--- src/rtl/core/framebuffer_line_draw_defines.svh ---
// Assertion helpers for the framebuffer line engine.
// All checks are sampled on i_clk and are off while i_rst_n is low.
`ifndef FRAMEBUFFER_LINE_DRAW_DEFINES_SVH
`define FRAMEBUFFER_LINE_DRAW_DEFINES_SVH

`ifndef NO_ASSERTIONS

`define FLD_ASSERT_ALWAYS(lbl, expr, msg) \
    lbl: assert property (@(posedge i_clk) disable iff (!i_rst_n) (expr)) else $error(msg);

`define FLD_ASSERT_IMPLIES(lbl, ante, cons, msg) \
    lbl: assert property (@(posedge i_clk) disable iff (!i_rst_n) (ante) |-> (cons)) \
        else $error(msg);

`define FLD_ASSERT_NEXT(lbl, ante, cons, msg) \
    lbl: assert property (@(posedge i_clk) disable iff (!i_rst_n) (ante) |=> (cons)) \
        else $error(msg);

`else

`define FLD_ASSERT_ALWAYS(lbl, expr, msg)
`define FLD_ASSERT_IMPLIES(lbl, ante, cons, msg)
`define FLD_ASSERT_NEXT(lbl, ante, cons, msg)

`endif

`endif

--- src/rtl/core/fld_pkg.sv ---
package fld_pkg;

    localparam int SCREEN_WIDTH  = 128;
    localparam int SCREEN_HEIGHT = 64;
    localparam int BYTES_PER_ROW = SCREEN_WIDTH / 8;

    localparam int STORE_DEPTH = 1024;
    localparam int ADDR_W      = $clog2(STORE_DEPTH);
    localparam int COORD_W     = 8;
    localparam int KIND_W      = 2;
    localparam int DATA_W      = 8;
    localparam int ERR_W       = COORD_W + 3;
    localparam int IDX_W       = 16;
    localparam logic [DATA_W-1:0] LEFT_BIT = 8'h80;

    localparam int FQ_DEPTH = 2;
    localparam int FQ_AW    = $clog2(FQ_DEPTH);
    localparam int FQ_CW    = $clog2(FQ_DEPTH + 1);

    localparam logic [KIND_W-1:0] KIND_LINE  = 2'd0;
    localparam logic [KIND_W-1:0] KIND_CLEAR = 2'd1;
    localparam logic [KIND_W-1:0] KIND_READ  = 2'd2;

    typedef enum logic [1:0] {
        OP_LINE  = 2'd0,
        OP_CLEAR = 2'd1,
        OP_READ  = 2'd2,
        OP_NOP   = 2'd3
    } t_op;

    typedef struct packed {
        t_op                op;
        logic [KIND_W-1:0]  kind;
        logic               color;
        logic [COORD_W-1:0] ax;
        logic [COORD_W-1:0] ay;
        logic [COORD_W-1:0] bx;
        logic [COORD_W-1:0] by;
        logic [COORD_W-1:0] dx;
        logic [COORD_W-1:0] dy;
        logic               x_neg;
        logic               y_neg;
        logic [ERR_W-1:0]   err0;
        logic [ADDR_W-1:0]  ridx;
    } t_cmd;

    typedef struct packed {
        logic init_busy;
        logic pop;
    } t_bk_stat;

    typedef struct packed {
        logic [FQ_CW-1:0] count;
        logic             push;
    } t_fq_stat;

endpackage

--- src/rtl/core/fld_front.sv ---
module fld_front (
    input  logic                        i_clk,
    input  logic                        i_rst_n,
    input  logic                        i_in_valid,
    output logic                        o_in_ready,
    input  logic [fld_pkg::KIND_W-1:0]  i_kind,
    input  logic                        i_color,
    input  logic [fld_pkg::COORD_W-1:0] i_start_x,
    input  logic [fld_pkg::COORD_W-1:0] i_start_y,
    input  logic [fld_pkg::COORD_W-1:0] i_end_x,
    input  logic [fld_pkg::COORD_W-1:0] i_end_y,
    input  logic [fld_pkg::ADDR_W-1:0]  i_read_index,
    output fld_pkg::t_cmd               o_cmd,
    output logic                        o_cmd_valid,
    input  fld_pkg::t_bk_stat           i_bk_stat,
    output fld_pkg::t_fq_stat           o_fq_stat
);
    import fld_pkg::*;

    t_cmd             r_q [FQ_DEPTH];
    logic [FQ_AW-1:0] r_wp, n_wp;
    logic [FQ_AW-1:0] r_rp, n_rp;
    logic [FQ_CW-1:0] r_cnt, n_cnt;
    t_cmd             dec;
    logic             push;
    logic             pop;

    // classify the beat and precompute the line setup
    always_comb begin
        dec       = '0;
        dec.kind  = i_kind;
        dec.color = i_color;
        dec.ax    = i_start_x;
        dec.ay    = i_start_y;
        dec.bx    = i_end_x;
        dec.by    = i_end_y;
        dec.ridx  = i_read_index;
        case (i_kind)
            KIND_LINE:  dec.op = OP_LINE;
            KIND_CLEAR: dec.op = OP_CLEAR;
            KIND_READ:  dec.op = OP_READ;
            default:    dec.op = OP_NOP;
        endcase
        dec.dx    = (i_end_x >= i_start_x) ? i_end_x - i_start_x : i_start_x - i_end_x;
        dec.dy    = (i_end_y >= i_start_y) ? i_end_y - i_start_y : i_start_y - i_end_y;
        dec.x_neg = !(i_start_x < i_end_x);
        dec.y_neg = !(i_start_y < i_end_y);
        dec.err0  = ERR_W'(dec.dx) - ERR_W'(dec.dy);
    end

    assign o_in_ready  = (r_cnt != FQ_CW'(FQ_DEPTH)) && !i_bk_stat.init_busy;
    assign push        = i_in_valid && o_in_ready;
    assign pop         = i_bk_stat.pop;
    assign o_cmd_valid = (r_cnt != '0);
    assign o_cmd       = r_q[r_rp];

    assign o_fq_stat.count = r_cnt;
    assign o_fq_stat.push  = push;

    always_comb begin
        n_wp  = r_wp;
        n_rp  = r_rp;
        n_cnt = r_cnt;
        if (push) begin
            n_wp = (r_wp == FQ_AW'(FQ_DEPTH - 1)) ? '0 : r_wp + 1'b1;
        end
        if (pop) begin
            n_rp = (r_rp == FQ_AW'(FQ_DEPTH - 1)) ? '0 : r_rp + 1'b1;
        end
        if (push && !pop) begin
            n_cnt = r_cnt + 1'b1;
        end else if (pop && !push) begin
            n_cnt = r_cnt - 1'b1;
        end
    end

    always_ff @(posedge i_clk) begin
        if (!i_rst_n) begin
            r_wp  <= '0;
            r_rp  <= '0;
            r_cnt <= '0;
        end else begin
            r_wp  <= n_wp;
            r_rp  <= n_rp;
            r_cnt <= n_cnt;
        end
    end

    always_ff @(posedge i_clk) begin
        if (push) begin
            r_q[r_wp] <= dec;
        end
    end

endmodule

--- config.mk ---
export PLATFORM = sky130hd
export DESIGN_NAME = fld_front
export DESIGN_NICKNAME = d
export VERILOG_FILES = /design/src/rtl/core/framebuffer_line_draw_defines.svh /design/src/rtl/core/fld_pkg.sv /design/src/rtl/core/fld_front.sv
export SDC_FILE = /design/constraint.sdc
export NUM_CORES = 1
export LEC_CHECK = 0
export BUFFER_PORTS_ARGS = -buffer_cell sky130_fd_sc_hd__buf_2
export CAP_MARGIN = 15
export CORE_ASPECT_RATIO = 0.7
export CORE_MARGIN = 10
export CORE_UTILIZATION = 50
export CTS_CLUSTER_SIZE = 24
export DETAILED_ROUTE_END_ITERATION = 10
export PLACE_DENSITY_LB_ADDON = 0.1
export SLEW_MARGIN = 0
export SYNTH_ARGS = -nofsm -noshare
export SYNTH_HDL_FRONTEND = slang
export SYNTH_SLANG_ARGS = --single-unit
--- constraint.sdc ---
create_clock -name i_clk -period 5.8 [get_ports i_clk]
set_input_delay 0.58 -clock i_clk [delete_from_list [all_inputs] [get_ports i_clk]]
set_output_delay 0.58 -clock i_clk [all_outputs]
set_load 0.005 [all_outputs]
==> results by group <==
Floorplanning
  – Starting Density: 51.3%
  – Height of the die: 120 µm
  – Core area: 14000 µm²
  – IO Count: 131
  – Number of core rows: 36
  – Die width: 163 µm
  – Total die area: 19700 µm²

Cells and area
  – Nets: 704
  – Final Cell Area: 8620 µm²
  – Multi-input gate area: 2380 µm²
  – Final core utilization: 61.5%
  – Ant diodes: 0
  – Post-Layout Cell Count: 812
  – Layout Area Growth over Synthesis: 19.8%
  – Commonest cells after routing, fill and taps aside: 148 x edfxtp_1, 130 x buf_2, 79 x mux2_2
  – FF/Latch Area: 4550 µm²
  – Fraction of layout cells with a size suffix above 1: 40.5%
  – FILL cells: 1092
  – Commonest non-fill, non-tap cell in the layout: edfxtp_1

Job
  – Max cap viols: 0

Route
  – ANT nets after route: 0
  – Initial DRC Count: 237
  – WL final: 14700 µm
  – Drt drc: 0
  – Via count: 4094
  – Via/cell ratio: 5.04
  – Routed wire length per instance: 18.1 µm
  – Total iterations of the first detailed-routing run: 4

Clocking
  – Max Root-Sink Buffers: 2
  – CTS H-tree depth: 4
  – Sink Count: 153
  – Clk Latency, worst-skew pair: 0.42 ns
  – CTS Hold Bufs: 0
  – Post-CTS Resized: 0
  – CTS Buf Count: 17
  – Root Buffer: clkbuf_16
  – CTS tree: done
  – Clock transition at path regs: 0.06 ns
  – Setup Fix Bufs, Post-CTS: 0

GRT
  – Vias in the first global route: 4412
  – Initial antenna violation count: 0
  – Met3 usage: 5.63%
  – Largest net degree at the start of global routing: 75
  – Met2 usage: 23.3%
  – M1 GR Usage: 19.4%
  – Global-route wire length before repair: 23100 µm
  – GR peak layer: met2
  – Gr usage total: 15.2%
  – GRT overflow: 0

Synth
  – Share of synthesized area spent on multiplexers: 13.8%
  – Async SR Flop Fraction: 0%
  – Post-synthesis adder-cell area fraction: 8.51%
  – Register area share after synthesis: 63.2%
  – Compound-gate portion of the synthesized area: 4.57%
  – Post-Synth XOR/XNOR Area: 3.03%
  – Largest family of logic cells by synthesized area: multiplexers
  – Yosys cell types: 45
  – Simple-gate portion of the synthesized area: 3.03%
  – Yosys synthesis warning count: 0
  – Post-Syn Instances: 473
  – Syn_area_per_cell: 15.2 µm²
  – Synthesized Nets: 568
  – Synth Cell Area: 7190 µm²
  – Post-synth EDFFs: 148
  – Ys flop type: edfxtp_1
  – Seq cells post-synth: 153

STA
  – Setup WS post-layout: 1.53 ns
  – Setup Viol. Count Final: 0
  – Worst-Margin Slew: 1.06 ns
  – Setup TNS: 0 ns
  – Fin crit period: 4.27 ns
  – Max-slew headroom: 29.1%
  – Final count of hold timing violations: 0
  – RSZ-0062 raised after global routing: no
  – Fin. max-slew vios: 0
  – Final Hold Slack: 0.346 ns
  – Fmax achieved: 0.234 GHz
  – Final worst clock skew: 0.00539 ns
  – Final cycle utilization of the critical path: 73.7%

Critical path
  – Crit path top cell by count: inv_1
  – Setup crit start kind: input pin
  – Critical path buffers and inverters: 4
  – Slowest Stage Delay on Critical Path: 0.67 ns
  – CP delay by family, top: compound AO/OA/AOI/OAI gates
  – Data arrival, critical path: 4.43 ns
  – Reg2reg end: r_q[0][22]
  – End of the critical path: r_q[1][17]
  – CP Depth: 18
  – Worst reg2reg setup slack: 3.28 ns
  – R2r startpoint: r_cnt[0]
  – Worst-path cell chain: buf_2 > inv_1 > ha_1 > inv_1 > fa_1 > nand3_1 > a31oi_1 > a2111oi_4 > mux2i_1 > o21ai_0 > a21boi_0 > xnor2_1 > inv_1 > ha_1 > or2_2 > a21oi_1 > a31oi_1 > xor2_1
  – Worst EP required: 5.96 ns
  – Critical Path End Type: register
  – Crit path from: i_end_y[0]
  – FF-to-FF path depth: 6
  – CP Class: in2reg
  – CP max-delay cell: a2111oi_4
  – Crit path max fanout: 8

Run status
  – Outcome: completed

Placed design
  – Inst Count DP: 779
  – IO Port Bufs: 130
  – Post-DP HPWL: 10200 µm
  – Setup WS pre-CTS: 1.12 ns
  – GPL Wtd Cong: 0.841
  – DP Area: 8030 µm²

Power
  – Pleak: 3.48 nW
  – Pwr Total: 3.01 mW
  – Worst vdd ir: 0.265 mV
  – Pwr Density: 349 nW/µm²

Worst hold path
  – Hold Crit Class: in2reg
report_power, final:
part	total [mW]	switching, mW	internal [mW]
clock	1.05	0.425	0.626
sequential	1.38	0.0374	1.34
combinational	0.579	0.312	0.267
logic make-up after synthesis:
family,after synthesis
flip-flops,153
multiplexers,89
buffers and inverters,70
AO/OA/AOI/OAI,49
adder cells (fa/ha/maj),46
AND/OR/NAND/NOR,42
XOR/XNOR,24
registers in the layout, summed over array words and instances, names as in the netlist, named ones only:
register  flops
r_cnt         2
r_rp          1
r_wp          1
r_q         148
area by class of cell:
type	count	share of cell area (%)
inverter	55	2.40
multi-input combinational	250	27.6
sequential	153	52.8
tap	190	2.76
clock buffer	18	4.98
timing repair buffer	132	7.96
clock inverter	14	1.52
cells in the mapped netlist, types with 2 or more instances:
cell type	number	area share [%]
or2_2	2	0.17
nor2b_1	4	0.35
and2_1	5	0.43
a21oi_1	19	1.3
nand2_1	12	0.63
dfxtp_1	5	1.4
buf_4	3	0.31
o21bai_1	2	0.21
a21o_1	4	0.42
mux2i_1	10	1.4
clkbuf_1	10	0.52
ha_1	40	7.0
inv_1	54	2.8
a31oi_1	3	0.26
nand3_1	2	0.14
xor2_1	9	1.1
a21boi_0	3	0.31
nor2_1	9	0.47
fa_1	5	1.4
o21ai_0	9	0.63
edfxtp_1	148	62
xnor2_1	14	1.7
mux2_2	79	12
worst min path at each step:
stage | start | end | depth (start not counted)
finish | i_read_index[5] | r_q[0][5] | 1
detailed placement | r_cnt[1] | r_cnt[1] | 2
global placement | r_cnt[1] | r_cnt[1] | 2
CTS | i_read_index[7] | r_q[1][7] | 1
floorplan | r_cnt[1] | r_cnt[1] | 2
global route | i_read_index[1] | r_q[0][1] | 1
metal layers:
| metal | wire length (µm) | share of wire (%) | vias up |
|---|---|---|---|
| met4 | 142 | 0.97 | 0 |
| met2 | 6850 | 47 | 105 |
| met5 | 0 | 0 | - |
| li1 | - | - | 1990 |
| met3 | 966 | 6.6 | 13 |
| met1 | 6720 | 46 | 1986 |
worst register-to-register path, delay by kind of cell (launching register included):
family	cells	cell delay, ns
buffers and inverters	3	0.81
AOI/OAI and AO/OA	1	0.25
and+or+nand+nor	2	0.68
DFF	1	0.41
Power figures use the tool's default switching activity.
